<file path="src/rtl/pdmrms_pkg.sv">
// Shared types, constants and helper functions of the PDM level meter.
// Used by the top level, the front part and the back part; depends on nothing.
`timescale 1ns / 1ps
`default_nettype none

package pdmrms_pkg;

  localparam int MOVING_AVG_TAPS_DEF = 8;

  // Fixed field widths.
  localparam int PDM_W     = 16;
  localparam int VAL_W     = 6;
  localparam int DECIM_W   = 7;
  localparam int WIN_W     = 12;
  localparam int RMSLIM_W  = 16;
  localparam int PEAKLIM_W = 11;
  localparam int MS_W      = 25;
  localparam int RMS_W     = 13;
  localparam int PEAK_W    = 8;
  localparam int FRAC_W    = 16;
  localparam int CFG_IDX_W = 2;
  localparam int CFG_DAT_W = 16;

  localparam logic [DECIM_W-1:0]   DECIM_MAX     = 7'd64;
  localparam logic [DECIM_W-1:0]   DECIM_RST     = 7'd8;
  localparam logic [WIN_W-1:0]     WIN_RST       = 12'd313;
  localparam logic [RMSLIM_W-1:0]  RMSLIM_RST    = 16'd64225;
  localparam logic [PEAKLIM_W-1:0] PEAKLIM_RST   = 11'd2007;
  localparam logic [MS_W-1:0]      MS_MAX        = 25'h1FFFFFF;
  localparam logic [PEAK_W-1:0]    PEAK_OUT_MAX  = 8'd255;

  // Square root: one result bit per step, 13 steps over a 25-bit operand.
  localparam int                SQRT_STEPS = 13;
  localparam logic [MS_W-1:0]   SQRT_BIT0  = 25'h1000000;

  localparam int JOB_QUEUE_DEPTH = 4;
  localparam int RES_QUEUE_DEPTH = 2;
  // Words still in the front pipeline can each close a window.
  localparam int JOB_FULL_MARK   = JOB_QUEUE_DEPTH - 2;

  typedef enum logic [CFG_IDX_W-1:0] {
    REG_DECIM_FACTOR   = 2'd0,
    REG_WINDOW_LEN     = 2'd1,
    REG_SAT_RMS_LIMIT  = 2'd2,
    REG_SAT_PEAK_LIMIT = 2'd3
  } reg_idx_e;

  typedef struct packed {
    logic [DECIM_W-1:0]   decim_factor;
    logic [WIN_W-1:0]     window_len;
    logic [RMSLIM_W-1:0]  sat_rms_limit;
    logic [PEAKLIM_W-1:0] sat_peak_limit;
  } cfg_t;

  typedef struct packed {
    logic             status;
    logic [MS_W-1:0]  mean_square;
    logic [RMS_W-1:0] rms_level;
    logic [PEAK_W-1:0] peak_level;
  } result_t;

  // Maps a PDM word to 2*ones - 16, a value in [-16, 16].
  function automatic logic signed [VAL_W-1:0] pdm_value(input logic [PDM_W-1:0] word);
    logic [4:0] ones;
    logic [6:0] tmp;
    ones = '0;
    for (int i = 0; i < PDM_W; i++) begin
      ones = ones + 5'(word[i]);
    end
    tmp = {1'b0, ones, 1'b0} - 7'd16;
    return tmp[VAL_W-1:0];
  endfunction

endpackage

`default_nettype wire

</file>
<file path="src/rtl/pdm_decimator_rms_meter.sv">
// PDM level meter, top level: configuration registers, front part, job queue,
// back part and result queue. Depends on pdmrms_pkg and all pdmrms_* modules.
// Throughput: one PDM word per cycle; push is refused only while two or more window jobs wait.
// A window-closing word passes the stage B and C registers of the front part into the job
// queue; the shared divider/root unit then evaluates one window at a time.
// Reset: asynchronous, clears history, counters, queues and loads default registers.
`timescale 1ns / 1ps
`default_nettype none

module pdm_decimator_rms_meter #(
  parameter int MOVING_AVG_TAPS = pdmrms_pkg::MOVING_AVG_TAPS_DEF
) (
  input  wire logic                                 clk_i,
  input  wire logic                                 rst_ni,
  input  wire logic                                 push,
  output logic                                      full,
  input  wire logic [pdmrms_pkg::PDM_W-1:0]         pdm_word_i,
  output logic                                      empty,
  input  wire logic                                 pop,
  output logic                                      status_o,
  output logic [pdmrms_pkg::MS_W-1:0]               mean_square_o,
  output logic [pdmrms_pkg::RMS_W-1:0]              rms_level_o,
  output logic [pdmrms_pkg::PEAK_W-1:0]             peak_level_o,
  input  wire logic                                 cfg_valid_i,
  output logic                                      cfg_ready_o,
  input  wire logic [pdmrms_pkg::CFG_IDX_W-1:0]     cfg_index_i,
  input  wire logic [pdmrms_pkg::CFG_DAT_W-1:0]     cfg_data_i
);

  localparam int MAGW  = $clog2(16 * MOVING_AVG_TAPS + 1);
  localparam int SQW   = 2 * MAGW + pdmrms_pkg::WIN_W;
  localparam int JOBW  = SQW + pdmrms_pkg::WIN_W + MAGW;
  localparam int RESW  = $bits(pdmrms_pkg::result_t);
  localparam int JQD   = pdmrms_pkg::JOB_QUEUE_DEPTH;
  localparam int JQCW  = $clog2(JQD + 1);
  localparam int RQD   = pdmrms_pkg::RES_QUEUE_DEPTH;
  localparam int RQCW  = $clog2(RQD + 1);

  pdmrms_pkg::cfg_t    cfg_q;
  pdmrms_pkg::result_t res_push_data;
  pdmrms_pkg::result_t res_head;

  logic                          accept;
  logic                          job_push;
  logic [SQW-1:0]                job_sum_sq;
  logic [pdmrms_pkg::WIN_W-1:0]  job_count;
  logic [MAGW-1:0]               job_peak;
  logic [JOBW-1:0]               job_head;
  logic                          job_full;
  logic                          job_empty;
  logic                          job_pop;
  logic [JQCW-1:0]               job_count_q;
  logic                          res_push;
  logic                          res_full;
  logic                          res_pop;
  logic [RESW-1:0]               res_head_bits;
  logic [RQCW-1:0]               res_count;

  assign cfg_ready_o = 1'b1;

  always_ff @(posedge clk_i or negedge rst_ni) begin
    if (!rst_ni) begin
      cfg_q.decim_factor   <= pdmrms_pkg::DECIM_RST;
      cfg_q.window_len     <= pdmrms_pkg::WIN_RST;
      cfg_q.sat_rms_limit  <= pdmrms_pkg::RMSLIM_RST;
      cfg_q.sat_peak_limit <= pdmrms_pkg::PEAKLIM_RST;
    end else if (cfg_valid_i) begin
      unique case (pdmrms_pkg::reg_idx_e'(cfg_index_i))
        pdmrms_pkg::REG_DECIM_FACTOR: begin
          cfg_q.decim_factor <= cfg_data_i[pdmrms_pkg::DECIM_W-1:0];
        end
        pdmrms_pkg::REG_WINDOW_LEN: begin
          cfg_q.window_len <= cfg_data_i[pdmrms_pkg::WIN_W-1:0];
        end
        pdmrms_pkg::REG_SAT_RMS_LIMIT: begin
          cfg_q.sat_rms_limit <= cfg_data_i[pdmrms_pkg::RMSLIM_W-1:0];
        end
        pdmrms_pkg::REG_SAT_PEAK_LIMIT: begin
          cfg_q.sat_peak_limit <= cfg_data_i[pdmrms_pkg::PEAKLIM_W-1:0];
        end
      endcase
    end
  end

  // Leave room in the job queue for the words still in the front pipeline.
  assign full   = (job_count_q >= JQCW'(pdmrms_pkg::JOB_FULL_MARK));
  assign accept = push && !full;

  pdmrms_front #(
    .TAPS (MOVING_AVG_TAPS),
    .MAGW (MAGW),
    .SQW  (SQW)
  ) u_front (
    .clk_i        (clk_i),
    .rst_ni       (rst_ni),
    .accept_i     (accept),
    .pdm_word_i   (pdm_word_i),
    .cfg_i        (cfg_q),
    .job_push_o   (job_push),
    .job_sum_sq_o (job_sum_sq),
    .job_count_o  (job_count),
    .job_peak_o   (job_peak)
  );

  pdmrms_queue #(
    .WIDTH (JOBW),
    .DEPTH (JQD)
  ) u_job_queue (
    .clk_i   (clk_i),
    .rst_ni  (rst_ni),
    .push_i  (job_push),
    .data_i  ({job_sum_sq, job_count, job_peak}),
    .full_o  (job_full),
    .pop_i   (job_pop),
    .data_o  (job_head),
    .empty_o (job_empty),
    .count_o (job_count_q)
  );

  pdmrms_back #(
    .TAPS (MOVING_AVG_TAPS),
    .MAGW (MAGW),
    .SQW  (SQW)
  ) u_back (
    .clk_i        (clk_i),
    .rst_ni       (rst_ni),
    .cfg_i        (cfg_q),
    .job_valid_i  (!job_empty),
    .job_sum_sq_i (job_head[JOBW-1 -: SQW]),
    .job_count_i  (job_head[MAGW +: pdmrms_pkg::WIN_W]),
    .job_peak_i   (job_head[MAGW-1:0]),
    .job_pop_o    (job_pop),
    .res_full_i   (res_full),
    .res_push_o   (res_push),
    .res_o        (res_push_data)
  );

  assign res_pop = pop && !empty;

  pdmrms_queue #(
    .WIDTH (RESW),
    .DEPTH (RQD)
  ) u_res_queue (
    .clk_i   (clk_i),
    .rst_ni  (rst_ni),
    .push_i  (res_push),
    .data_i  (res_push_data),
    .full_o  (res_full),
    .pop_i   (res_pop),
    .data_o  (res_head_bits),
    .empty_o (empty),
    .count_o (res_count)
  );

  assign res_head      = pdmrms_pkg::result_t'(res_head_bits);
  assign status_o      = res_head.status;
  assign mean_square_o = res_head.mean_square;
  assign rms_level_o   = res_head.rms_level;
  assign peak_level_o  = res_head.peak_level;

  a_job_queue_room: assert property (@(posedge clk_i) disable iff (!rst_ni)
    job_full |-> !accept)
    else $error("word accepted with no room for its window job");

  a_empty_matches_count: assert property (@(posedge clk_i) disable iff (!rst_ni)
    empty == (res_count == '0))
    else $error("result queue empty flag disagrees with its count");

  a_one_result_per_job: assert property (@(posedge clk_i) disable iff (!rst_ni)
    res_push |=> !res_push)
    else $error("two results pushed back to back by one evaluation unit");

endmodule

`default_nettype wire

</file>
<file path="src/rtl/pdmrms_queue.sv">
// Small register queue with push/full and pop/empty sides.
// Depends on nothing; used for the job queue and the result queue.
`timescale 1ns / 1ps
`default_nettype none

module pdmrms_queue #(
  parameter int WIDTH = 8,
  parameter int DEPTH = 4
) (
  input  wire logic                       clk_i,
  input  wire logic                       rst_ni,
  input  wire logic                       push_i,
  input  wire logic [WIDTH-1:0]           data_i,
  output logic                            full_o,
  input  wire logic                       pop_i,
  output logic [WIDTH-1:0]                data_o,
  output logic                            empty_o,
  output logic [$clog2(DEPTH+1)-1:0]      count_o
);

  localparam int PTR_W = $clog2(DEPTH);
  localparam int CNT_W = $clog2(DEPTH + 1);

  logic [WIDTH-1:0] mem_q [DEPTH];
  logic [PTR_W-1:0] wr_ptr_q, wr_ptr_d;
  logic [PTR_W-1:0] rd_ptr_q, rd_ptr_d;
  logic [CNT_W-1:0] count_q, count_d;

  assign full_o  = (count_q == CNT_W'(DEPTH));
  assign empty_o = (count_q == '0);
  assign count_o = count_q;
  assign data_o  = mem_q[rd_ptr_q];

  always_comb begin
    wr_ptr_d = wr_ptr_q;
    rd_ptr_d = rd_ptr_q;
    count_d  = count_q;
    if (push_i) begin
      wr_ptr_d = (wr_ptr_q == PTR_W'(DEPTH - 1)) ? '0 : wr_ptr_q + 1'b1;
    end
    if (pop_i) begin
      rd_ptr_d = (rd_ptr_q == PTR_W'(DEPTH - 1)) ? '0 : rd_ptr_q + 1'b1;
    end
    if (push_i && !pop_i) begin
      count_d = count_q + 1'b1;
    end else if (pop_i && !push_i) begin
      count_d = count_q - 1'b1;
    end
  end

  always_ff @(posedge clk_i or negedge rst_ni) begin
    if (!rst_ni) begin
      wr_ptr_q <= '0;
      rd_ptr_q <= '0;
      count_q  <= '0;
    end else begin
      wr_ptr_q <= wr_ptr_d;
      rd_ptr_q <= rd_ptr_d;
      count_q  <= count_d;
    end
  end

  always_ff @(posedge clk_i) begin
    if (push_i) begin
      mem_q[wr_ptr_q] <= data_i;
    end
  end

  a_no_push_when_full: assert property (@(posedge clk_i) disable iff (!rst_ni)
    push_i |-> !full_o)
    else $error("queue pushed while full");

  a_no_pop_when_empty: assert property (@(posedge clk_i) disable iff (!rst_ni)
    pop_i |-> !empty_o)
    else $error("queue popped while empty");

  a_count_bound: assert property (@(posedge clk_i) disable iff (!rst_ni)
    count_q <= CNT_W'(DEPTH))
    else $error("queue count beyond depth");

endmodule

`default_nettype wire

</file>
<file path="src/rtl/pdmrms_front.sv">
// Front part: PDM word to value, moving-average history, decimation and
// per-window square sum and peak. Depends on pdmrms_pkg.
`timescale 1ns / 1ps
`default_nettype none

module pdmrms_front #(
  parameter int TAPS = pdmrms_pkg::MOVING_AVG_TAPS_DEF,
  parameter int MAGW = 8,
  parameter int SQW  = 28
) (
  input  wire logic                                clk_i,
  input  wire logic                                rst_ni,
  input  wire logic                                accept_i,
  input  wire logic [pdmrms_pkg::PDM_W-1:0]        pdm_word_i,
  input  wire pdmrms_pkg::cfg_t                    cfg_i,
  output logic                                     job_push_o,
  output logic [SQW-1:0]                           job_sum_sq_o,
  output logic [pdmrms_pkg::WIN_W-1:0]             job_count_o,
  output logic [MAGW-1:0]                          job_peak_o
);

  localparam int VW    = pdmrms_pkg::VAL_W;
  localparam int SUMW  = MAGW + 1;
  localparam int PHW   = pdmrms_pkg::DECIM_W - 1;
  localparam int DW    = pdmrms_pkg::DECIM_W;
  localparam int WW    = pdmrms_pkg::WIN_W;

  // Stage A: history and running tap sum.
  logic signed [VW-1:0]   taps_q [TAPS];
  logic signed [SUMW-1:0] tap_sum_q, tap_sum_d;
  logic [PHW-1:0]         phase_q;
  logic signed [VW-1:0]   value;
  logic [DW-1:0]          decim;
  logic [DW-1:0]          phase_inc;
  logic                   take;

  // Stage B: magnitude and square.
  logic                   s1_valid_q;
  logic signed [SUMW-1:0] s1_acc_q;
  logic [MAGW-1:0]        mag;

  // Stage C: window accumulation.
  logic                   s2_valid_q;
  logic [MAGW-1:0]        s2_mag_q;
  logic [2*MAGW-1:0]      s2_sq_q;
  logic [SQW-1:0]         win_sum_q, win_sum_d;
  logic [MAGW-1:0]        win_peak_q, win_peak_d;
  logic [WW-1:0]          win_count_q, win_count_d;
  logic [WW-1:0]          win_len;
  logic                   win_end;

  always_comb begin
    value = pdmrms_pkg::pdm_value(pdm_word_i);
    // The running sum stays equal to the sum over the whole history.
    tap_sum_d = tap_sum_q + SUMW'(value) - SUMW'(taps_q[TAPS-1]);
    if (cfg_i.decim_factor == '0) begin
      decim = DW'(1);
    end else if (cfg_i.decim_factor > pdmrms_pkg::DECIM_MAX) begin
      decim = pdmrms_pkg::DECIM_MAX;
    end else begin
      decim = cfg_i.decim_factor;
    end
    take      = (phase_q == '0);
    phase_inc = DW'(phase_q) + 1'b1;
  end

  always_ff @(posedge clk_i or negedge rst_ni) begin
    if (!rst_ni) begin
      for (int i = 0; i < TAPS; i++) begin
        taps_q[i] <= '0;
      end
      tap_sum_q  <= '0;
      phase_q    <= '0;
      s1_valid_q <= 1'b0;
    end else begin
      s1_valid_q <= accept_i && take;
      if (accept_i) begin
        taps_q[0] <= value;
        for (int i = 1; i < TAPS; i++) begin
          taps_q[i] <= taps_q[i-1];
        end
        tap_sum_q <= tap_sum_d;
        phase_q   <= (phase_inc >= decim) ? '0 : phase_inc[PHW-1:0];
      end
    end
  end

  always_ff @(posedge clk_i) begin
    if (accept_i) begin
      s1_acc_q <= tap_sum_d;
    end
  end

  assign mag = (s1_acc_q < 0) ? MAGW'(-s1_acc_q) : MAGW'(s1_acc_q);

  always_ff @(posedge clk_i or negedge rst_ni) begin
    if (!rst_ni) begin
      s2_valid_q <= 1'b0;
    end else begin
      s2_valid_q <= s1_valid_q;
    end
  end

  always_ff @(posedge clk_i) begin
    if (s1_valid_q) begin
      s2_mag_q <= mag;
      s2_sq_q  <= (2*MAGW)'(mag) * (2*MAGW)'(mag);
    end
  end

  always_comb begin
    win_len     = (cfg_i.window_len == '0) ? WW'(1) : cfg_i.window_len;
    win_sum_d   = win_sum_q + SQW'(s2_sq_q);
    win_peak_d  = (s2_mag_q > win_peak_q) ? s2_mag_q : win_peak_q;
    win_count_d = win_count_q + 1'b1;
    win_end     = (win_count_d >= win_len);
  end

  always_ff @(posedge clk_i or negedge rst_ni) begin
    if (!rst_ni) begin
      win_sum_q   <= '0;
      win_peak_q  <= '0;
      win_count_q <= '0;
    end else if (s2_valid_q) begin
      if (win_end) begin
        win_sum_q   <= '0;
        win_peak_q  <= '0;
        win_count_q <= '0;
      end else begin
        win_sum_q   <= win_sum_d;
        win_peak_q  <= win_peak_d;
        win_count_q <= win_count_d;
      end
    end
  end

  assign job_push_o   = s2_valid_q && win_end;
  assign job_sum_sq_o = win_sum_d;
  assign job_count_o  = win_count_d;
  assign job_peak_o   = win_peak_d;

endmodule

`default_nettype wire

</file>
<file path="src/rtl/pdmrms_back.sv">
// Back part: per-window mean square by restoring division, bit-serial
// square root and saturation check. Depends on pdmrms_pkg.
`timescale 1ns / 1ps
`default_nettype none

module pdmrms_back #(
  parameter int TAPS = pdmrms_pkg::MOVING_AVG_TAPS_DEF,
  parameter int MAGW = 8,
  parameter int SQW  = 28
) (
  input  wire logic                          clk_i,
  input  wire logic                          rst_ni,
  input  wire pdmrms_pkg::cfg_t              cfg_i,
  input  wire logic                          job_valid_i,
  input  wire logic [SQW-1:0]                job_sum_sq_i,
  input  wire logic [pdmrms_pkg::WIN_W-1:0]  job_count_i,
  input  wire logic [MAGW-1:0]               job_peak_i,
  output logic                               job_pop_o,
  input  wire logic                          res_full_i,
  output logic                               res_push_o,
  output pdmrms_pkg::result_t                res_o
);

  localparam int FW    = pdmrms_pkg::FRAC_W;
  localparam int NUMW  = SQW + FW;
  localparam int CNTW  = pdmrms_pkg::WIN_W;
  localparam int TT    = TAPS * TAPS;
  localparam int TTW   = $clog2(TT + 1);
  localparam int DENW  = CNTW + TTW;
  localparam int DIVCW = $clog2(NUMW);
  localparam int MSW   = pdmrms_pkg::MS_W;
  localparam int RMSW  = pdmrms_pkg::RMS_W;
  localparam int PKCW  = (MAGW > pdmrms_pkg::PEAKLIM_W) ? MAGW : pdmrms_pkg::PEAKLIM_W;
  localparam int SQCW  = $clog2(pdmrms_pkg::SQRT_STEPS);

  typedef enum logic [2:0] {
    ST_IDLE,
    ST_MUL,
    ST_DIV,
    ST_SAT,
    ST_SQRT,
    ST_DONE
  } state_e;

  state_e            state_q;
  logic [NUMW-1:0]   num_q;      // dividend, then quotient
  logic [CNTW-1:0]   cnt_q;
  logic [MAGW-1:0]   peak_q;
  logic [DENW-1:0]   den_q;
  logic [DENW-1:0]   rem_q;
  logic [DIVCW-1:0]  step_q;
  logic [MSW-1:0]    ms_q;
  logic [MSW-1:0]    x_q;
  logic [MSW:0]      r_q;
  logic [MSW-1:0]    bit_q;
  logic [SQCW-1:0]   sq_step_q;

  logic [DENW:0]     rem_sh;
  logic              div_ge;
  logic [DENW:0]     rem_new;
  logic [MSW-1:0]    ms_sat;
  logic [MSW:0]      trial;
  logic              sq_ge;
  logic [RMSW-1:0]   rms;
  logic              saturated;

  always_comb begin
    rem_sh  = {rem_q, num_q[NUMW-1]};
    div_ge  = (rem_sh >= {1'b0, den_q});
    rem_new = div_ge ? (rem_sh - {1'b0, den_q}) : rem_sh;
    ms_sat  = (num_q > NUMW'(pdmrms_pkg::MS_MAX)) ? pdmrms_pkg::MS_MAX : num_q[MSW-1:0];
    trial   = r_q + (MSW+1)'(bit_q);
    sq_ge   = ((MSW+1)'(x_q) >= trial);
    rms     = r_q[RMSW-1:0];
    saturated = (pdmrms_pkg::RMSLIM_W'(rms) > cfg_i.sat_rms_limit) ||
                (PKCW'(peak_q) > PKCW'(cfg_i.sat_peak_limit));
  end

  always_comb begin
    res_o = '0;
    if (saturated) begin
      res_o.status = 1'b1;
    end else begin
      res_o.mean_square = ms_q;
      res_o.rms_level   = rms;
      res_o.peak_level  = (PKCW'(peak_q) > PKCW'(pdmrms_pkg::PEAK_OUT_MAX)) ?
                          pdmrms_pkg::PEAK_OUT_MAX : pdmrms_pkg::PEAK_W'(peak_q);
    end
  end

  assign job_pop_o  = (state_q == ST_IDLE) && job_valid_i;
  assign res_push_o = (state_q == ST_DONE) && !res_full_i;

  always_ff @(posedge clk_i or negedge rst_ni) begin
    if (!rst_ni) begin
      state_q   <= ST_IDLE;
      num_q     <= '0;
      cnt_q     <= '0;
      peak_q    <= '0;
      den_q     <= '0;
      rem_q     <= '0;
      step_q    <= '0;
      ms_q      <= '0;
      x_q       <= '0;
      r_q       <= '0;
      bit_q     <= '0;
      sq_step_q <= '0;
    end else begin
      unique case (state_q)
        ST_IDLE: begin
          if (job_valid_i) begin
            num_q   <= {job_sum_sq_i, {FW{1'b0}}};
            cnt_q   <= job_count_i;
            peak_q  <= job_peak_i;
            state_q <= ST_MUL;
          end
        end
        ST_MUL: begin
          den_q   <= DENW'(cnt_q) * DENW'(TT);
          rem_q   <= '0;
          step_q  <= DIVCW'(NUMW - 1);
          state_q <= ST_DIV;
        end
        ST_DIV: begin
          rem_q <= rem_new[DENW-1:0];
          num_q <= {num_q[NUMW-2:0], div_ge};
          if (step_q == '0) begin
            state_q <= ST_SAT;
          end else begin
            step_q <= step_q - 1'b1;
          end
        end
        ST_SAT: begin
          ms_q      <= ms_sat;
          x_q       <= ms_sat;
          r_q       <= '0;
          bit_q     <= pdmrms_pkg::SQRT_BIT0;
          sq_step_q <= SQCW'(pdmrms_pkg::SQRT_STEPS - 1);
          state_q   <= ST_SQRT;
        end
        ST_SQRT: begin
          if (sq_ge) begin
            x_q <= MSW'((MSW+1)'(x_q) - trial);
            r_q <= (r_q >> 1) + (MSW+1)'(bit_q);
          end else begin
            r_q <= r_q >> 1;
          end
          bit_q <= bit_q >> 2;
          if (sq_step_q == '0) begin
            state_q <= ST_DONE;
          end else begin
            sq_step_q <= sq_step_q - 1'b1;
          end
        end
        ST_DONE: begin
          if (!res_full_i) begin
            state_q <= ST_IDLE;
          end
        end
        default: begin
          state_q <= ST_IDLE;
        end
      endcase
    end
  end

  a_den_nonzero: assert property (@(posedge clk_i) disable iff (!rst_ni)
    (state_q == ST_DIV) |-> (den_q != '0))
    else $error("division started with a zero divisor");

  a_sqrt_bit_onehot: assert property (@(posedge clk_i) disable iff (!rst_ni)
    (state_q == ST_SQRT) |-> $onehot(bit_q))
    else $error("square root trial bit lost");

  a_rms_floor: assert property (@(posedge clk_i) disable iff (!rst_ni)
    (res_push_o && !res_o.status) |->
      ((32'(res_o.rms_level) * 32'(res_o.rms_level)) <= 32'(res_o.mean_square)))
    else $error("rms level above the root of the mean square");

  a_pop_only_when_idle: assert property (@(posedge clk_i) disable iff (!rst_ni)
    job_pop_o |=> (state_q == ST_MUL))
    else $error("job taken without starting the evaluation");

endmodule

`default_nettype wire
</file>
<file path="config.mk">
export PLATFORM = sky130hd
export DESIGN_NAME = pdm_decimator_rms_meter
export DESIGN_NICKNAME = d
export VERILOG_FILES = /design/src/rtl/pdmrms_pkg.sv /design/src/rtl/pdm_decimator_rms_meter.sv /design/src/rtl/pdmrms_queue.sv /design/src/rtl/pdmrms_front.sv /design/src/rtl/pdmrms_back.sv
export SDC_FILE = /design/constraint.sdc
export NUM_CORES = 1
export LEC_CHECK = 0
export BUFFER_PORTS_ARGS = -buffer_cell sky130_fd_sc_hd__buf_4
export CORE_MARGIN = 4
export CORE_UTILIZATION = 55
export CTS_BUF_LIST = sky130_fd_sc_hd__clkbuf_8
export CTS_CLUSTER_SIZE = 14
export DETAILED_ROUTE_END_ITERATION = 8
export GPL_ROUTABILITY_DRIVEN = 0
export PLACE_DENSITY = 0.72
export SLEW_MARGIN = 30
export SYNTH_ARGS = -nofsm -noshare
export SYNTH_HDL_FRONTEND = slang
export SYNTH_SLANG_ARGS = --single-unit
</file>
<file path="constraint.sdc">
create_clock -name clk_i -period 8.35 [get_ports clk_i]
set_input_delay 1.67 -clock clk_i [delete_from_list [all_inputs] [get_ports clk_i]]
set_output_delay 1.67 -clock clk_i [all_outputs]
set_load 0.02 [all_outputs]
</file>
### Word level (Yosys, flattened, before mapping)

Memories as Yosys holds them, arrays and structs flattened.
Index checks and enable logic that the tools add are counted.

* multipliers: 1
* reductions and logical operators: 43
* order comparisons: 11
* bitwise logic cells: 1
* eq/ne operators: 18
* mux-type cells: 42
* add/subtract/negate cells: 36

Operators by type and width (count)
* 25-bit case mux with 2 select lines: 2
* 44-bit case mux with 2 select lines: 1
* 5-bit by 1-bit adder with 5-bit output: 14
* 26-bit case mux with 2 select lines: 1
* 25-bit two-way mux: 2
* 46-bit two-way mux: 1
* 44-bit by 25-bit > comparator with 1-bit output, second input constant: 1
* 44-bit two-way mux: 1
* 19-bit case mux with 2 select lines: 1
* 28-bit by 16-bit adder with 28-bit output: 1
* 28-bit two-way mux: 1
* 25-bit by 25-bit adder with 26-bit output: 1
* 26-bit by 25-bit adder with 26-bit output: 1
* 25-bit by 26-bit >= comparator with 1-bit output: 1
* 26-bit two-way mux: 1
* 25-bit subtractor: 1
* 12-bit two-way mux: 2
* 8-bit two-way mux: 3
* 20-bit by 18-bit >= comparator with 1-bit output: 1
* 19-bit two-way mux: 1
* 19-bit by 18-bit subtractor with 19-bit output: 1
* 3-bit two-way mux: 6
* 3-bit case mux with 6 select lines: 1
* 2-bit AND reduction: 9
* 49 further kinds: 97

* input bits: 39
* memories: 2
* bits in writable memories: 286
* logic and storage cells: 194
* output and inout port bits: 50
* bits in registers: 412

Memory list
* u_job_queue.mem_q: words 4, width 48, read ports 1, clocked after memory_dff 0, wr ports 1, line pdmrms_queue.sv:24 `logic [WIDTH-1:0] mem_q [DEPTH];`
* u_res_queue.mem_q: words 2, width 47, read ports 1, clocked after memory_dff 0, wr ports 1, line pdmrms_queue.sv:24

### Longest topological paths before layout

* depth in word-level cells: 18
* mapped depth: 24
* mapped depth without buffers: 24

### Cells and area by module

From an unflattened synthesis, not the netlist that was laid out.

* cells, all modules: 2856
* area total of the unflattened synthesis: 34929.8 um2

By module, submodules not included
* pdmrms_back: area each 12688.4 um2, cells each 1400, instances 1, sequential area each 4929.7 um2
* pdmrms_front: area each 9367.7 um2, cells each 900, instances 1, sequential area each 3473.3 um2
* pdmrms_queue (u_job_queue): area each 7397.1 um2, cells each 288, instances 1, sequential area each 5940.7 um2
* pdmrms_queue (u_res_queue): area each 3657.3 um2, cells each 162, instances 1, sequential area each 2922.8 um2
* pdm_decimator_rms_meter: area each 1819.2 um2, cells each 106, instances 1, sequential area each 1182.4 um2

### Worst setup path before layout

Ideal clock, no wire load.

* kind: input -> register
* start point: input pdm_word_i[0] (netlist name)
* end point: register u_front.tap_sum_q[8]
* data required time: 8.224 ns
* library setup time: 0.126 ns
* stages on the path: 20
* data arrival time: 6.831 ns
* path buffers: 0
* setup slack: 1.393 ns
* cell sequence: ha_1 > inv_1 > fa_1 > fa_1 > fa_1 > fa_1 > fa_1 > fa_1 > inv_1 > fa_1 > ha_1 > a21o_1 > a21oi_1 > o21bai_1 > a21oi_1 > o21bai_1 > a21oi_1 > xnor2_1 > nor2_1 > xor2_1

* word-level cells in the longest chain between the ends: 18

Ends and longest elaborated chain
* from (decl): line pdm_decimator_rms_meter.sv:17 `input wire logic [pdmrms_pkg::PDM_W-1:0] pdm_word_i,`
* 1-bit by 1-bit adder with 2-bit output: line pdmrms_pkg.sv:68 `ones = ones + 5'(word[i]);`
* 5-bit by 1-bit adder with 5-bit output (14 in series): line pdmrms_pkg.sv:68
* 6-bit by 5-bit subtractor with 6-bit output: line pdmrms_pkg.sv:70 `tmp = {1'b0, ones, 1'b0} - 7'd16;`
* named net u_front.value[2]: line pdmrms_front.sv:32 `logic signed [VW-1:0] value;`
* 9-bit by 6-bit adder with 9-bit output: line pdmrms_front.sv:55 `tap_sum_d = tap_sum_q + SUMW'(value) - SUMW'(taps_q[TAPS-1]);`
* 9-bit by 6-bit subtractor with 9-bit output: line pdmrms_front.sv:55
* to (signal assigned): line pdmrms_front.sv:82 `tap_sum_q <= tap_sum_d;`
* to (decl): line pdmrms_front.sv:30 `logic signed [SUMW-1:0] tap_sum_q, tap_sum_d;`

The timed path passes the listed nets, and every way through them passes these cells.
A chain may end at the register's enable or synchronous reset.

### Worst setup path after layout

Ends and elaborated chain as after synthesis.

==> results.txt <==
----------------------------------------------------
[Route]
  First-pass iteration count of the detailed router ... 5
  Via/cell ratio ... 5.77
  Detail Route Antenna Nets ... 0
  Total Wirelength ... 72000 µm
  # DRC ... 0
  Starting DRT DRC Count ... 1719
  Via Count ... 22800
  Average wire length per cell after detail routing ... 18.3 µm

[CTS]
  Number of gates resized after cts ... 0
  Clock buffer count from CTS ... 106
  Clock root buffer ... clkbuf_8
  Clock Sink Count ... 673
  Clock slew at reported path FFs ... 60 ps
  Clk buf depth ... 3
  Total of hold buffers inserted after clock tree synthesis ... 0
  CTS tree ... done
  Worst-Skew Late Latency ... 720 ps
  H-tree depth reported by CTS ... 3
  Post CTS Setup Buffer Count ... 0

[STA]
  Rel. slew slack ... 37.2%
  Share of the cycle needed by the critical path after routing ... 82.9%
  Measured slew at the worst slew-check pin ... 939 ps
  Fin Clk Skew ... 44.3 ps
  Fin crit period ... 6920 ps
  Hold slack ... 455 ps
  RSZ-0062 raised after global routing ... false
  Total of endpoints with negative setup slack in the final report ... 0
  Max-slew violation total from the final report ... 0
  Endpoints failing hold ... 0
  Setup_tns ... 0 ps
  Maximum clock frequency ... 0.145 GHz

[Place]
  Total placed instance area ... 35500 µm²
  Dpl hpwl ... 48100 µm
  # port buffers ... 87

[Power]
  Reg power frac ... 30.1%
  Proportion of total power due to net switching ... 41.1%
  Part of the total power dissipated in combinational logic ... 53.7%
  Power density over the cells ... 470 nW/µm²
  Power spent charging and discharging nets ... 7300 µW
  Leakage ... 0.0161 µW
  Max VDD drop ... 1420 µV
  Clock network fraction of design power ... 16.2%
  Internal power contribution ... 10500 µW

[Synthesis]
  Total number of yosys warnings ... 0
  Area fraction of the dominant cell type after synthesis ... 27.8%
  Post-Syn Area per Cell ... 11.5 µm²
  Top-count cell post-synth ... nand2_1
  Count of cell types in the netlist ... 79
  Share of async-settable or async-resettable flops after synthesis ... 53.2%
  Proportion of synthesized chip area in sequential cells ... 54.1%
  Cell types with the largest area share after synthesis ... edfxtp_1 28%, dfrtp_1 24%, ha_1 6.8%
  Most instantiated cells after synthesis ... 497 x nand2_1, 333 x dfrtp_1, 315 x edfxtp_1
  Total of flip-flops plus latches after synthesis ... 673
  Number of enable flip-flop cells after synthesis ... 315
  Cell type with the highest aggregate area in the netlist ... edfxtp_1
  Synth Instances ... 2968
  Combined area of all synthesized cells ... 34100 µm²
  Main flop type after synthesis ... dfrtp_1

[Run status]
  Result of the run ... finished, final reports clean

[Setup path]
  Kind of critical path ... in2reg
  Worst path most repeated cell ... fa_1
  Worst-path cell with the longest stage delay ... fa_1
  Startpoint types ... input port
  Sum of buffers and inverters on the critical path ... 2
  CP Data Required Time ... 8930 ps
  Type of destination of the critical path ... register
  CP cell instances ... buf_4 -> ha_1 -> inv_1 -> fa_1 -> fa_1 -> fa_1 -> fa_1 -> fa_1 -> fa_1 -> o21ai_0 -> a21oi_1 -> nor2_1 -> fa_1 -> ha_1 -> a21oi_1 -> o21bai_1 -> a21oi_1 -> xnor2_1 -> nor2_1 -> xor2_1
  Family with the most delay on the worst path ... adder cells
  Largest incremental delay on the critical path ... 550 ps
  Data arrival time at the worst-slack endpoint ... 7500 ps
  Crit Path Max Fanout ... 5

[Global routing]
  Number of antenna violations at the first check in global routing ... 1
  Tot GR Track Use ... 21.9%
  Wire length of the first global-routing pass ... 119000 µm
  Total overflow reported by the global router ... 0
  Vias in the first global route ... 23500
  Largest net degree at the start of global routing ... 143

[Die]
  Die boundary width ... 257 µm
  Die height ... 257 µm
  Cell Rows ... 90
  Num ports ... 89
  Standard cell core area ... 60800 µm²
  Die area ... 66000 µm²
  Starting density of the core ... 56.0%

[Finish]
  Post-layout util ... 62.2%
  Nets ... 3335
  Relative area change from synthesis to final layout ... 10.9%
  Share of cells above drive strength 1 ... 16.0%
  Design area ... 37800 µm²

[Flow run]
  Max-cap viol count ... 0

[Min path]
  Class of the most critical hold timing path ... reg2reg

----------------------------------------------------
-- worst register-to-register path: cells and delay by family (launching register included) --
family          cells  cell delay [ps]
flops               1              400
compound gates     10             2860
simple gates        3              660
mux                 1              380
buf+inv             1              400
fa+ha+maj           3              870
xor+xnor            1              190
-- flip-flops by register name, summed over array words and instances, names as in the netlist, 19 cells and up --
name / count
u_front.win_sum_q: 28
u_back.num_q: 44
u_job_queue.mem_q: 192
u_back.r_q: 26
u_res_queue.mem_q: 94
u_back.rem_q: 19
u_back.x_q: 25
cfg_q: 46
u_back.ms_q: 25
u_front.taps_q: 40
-- area by class of cell --
cell class                 instances  area, µm²
antenna                            1       2.50
clock inverter                    69        470
tap                              782        978
inverter                         188        707
timing repair buffer             115        907
multi-input combinational       1987      14500
sequential                       673      18500
clock buffer                     129       1780
fill                            4685      23000
-- power by group through the flow --
stage               logic [µW]  registers [µW]  clock network (µW)
floorplan                 7520            5160                   0
global placement          9120            5360                   0
detailed placement        9480            5390                   0
CTS                       9580            5340                2950
global route             10900            5430                3110
finish                    9530            5350                2880
-- metrics by stage --
step	std cells	worst slack (ps)	total power [µW]
2_1_floorplan	2975	1390	12700
3_3_place_gp	3744	999	14500
3_5_place_dp	3744	798	14900
4_1_cts	3942	1560	17900
5_1_grt	3944	1230	19400
6_report	3944	1430	17800
-- routing by layer --
| metal | vias to the layer above | wire (µm) | track usage, % |
|---|---|---|---|
| met5 | - | 0 | 0 |
| met4 | 0 | 1930 | 7.53 |
| met3 | 147 | 3430 | 3.17 |
| met2 | 614 | 35800 | 37.6 |
| met1 | 11300 | 30900 | 28.7 |
| li1 | 10700 | - | - |
-- cell usage in the layout, fill, tap and decap left out, types with 13 or more instances in the layout --
master and instances:
nand2_1 495, dfrtp_1 330, edfxtp_1 315, inv_1 223
o21ai_0 186, ha_1 184, nor2_1 143, clkbuf_8 129
mux2_2 111, buf_4 110, a21oi_1 90, xnor2_1 88
xor2_1 65, mux4_2 48, nor3b_1 43, fa_1 41
nand3_1 33, a21o_1 32, a22o_1 31, nor3_1 30
a22oi_1 28, a31oi_1 26, dfstp_2 25, nand4_1 24
o21a_1 21, nor2b_1 20, o2bb2ai_1 20, and3_1 19
mux2i_1 19, o31ai_1 17, nand2b_1 15, clkinv_2 15
o21bai_1 14, nor4_1 13
-- logic make-up (layout without fill, tap and decap cells) --
family,Yosys count,after routing,share of synthesized area [%]
AO/OA/AOI/OAI,530,530,10.0
multiplexers,178,178,7.40
AND/OR/NAND/NOR,892,892,11.7
buffers and inverters,315,501,3.59
other,2,10,0.0220
adder cells (fa/ha/maj),225,225,9.16
flip-flops,673,673,54.1
XOR/XNOR,153,153,3.93
-- final timing paths --
kind	from	to	slack, ps	cells after the start
worst max-delay path	pdm_word_i[0]	u_front.tap_sum_q[8]$_DFFE_PN0P_	1430	20
min in group asynchronous	rst_ni	u_front.win_sum_q[19]$_DFFE_PN0P_	960	1
worst min-delay path	u_front.taps_q[28]$_DFFE_PN0P_	u_front.taps_q[22]$_DFFE_PN0P_	450	2
max in group asynchronous	rst_ni	u_res_queue.rd_ptr_q$_DFFE_PN0P_	6110	2
worst max register to register	u_back.bit_q[0]$_DFFE_PN0P_	u_back.x_q[24]$_DFFE_PN0P_	2470	19
worst min register to register	u_front.taps_q[28]$_DFFE_PN0P_	u_front.taps_q[22]$_DFFE_PN0P_	450	2
Note: power is estimated with default switching activity, not from simulation.
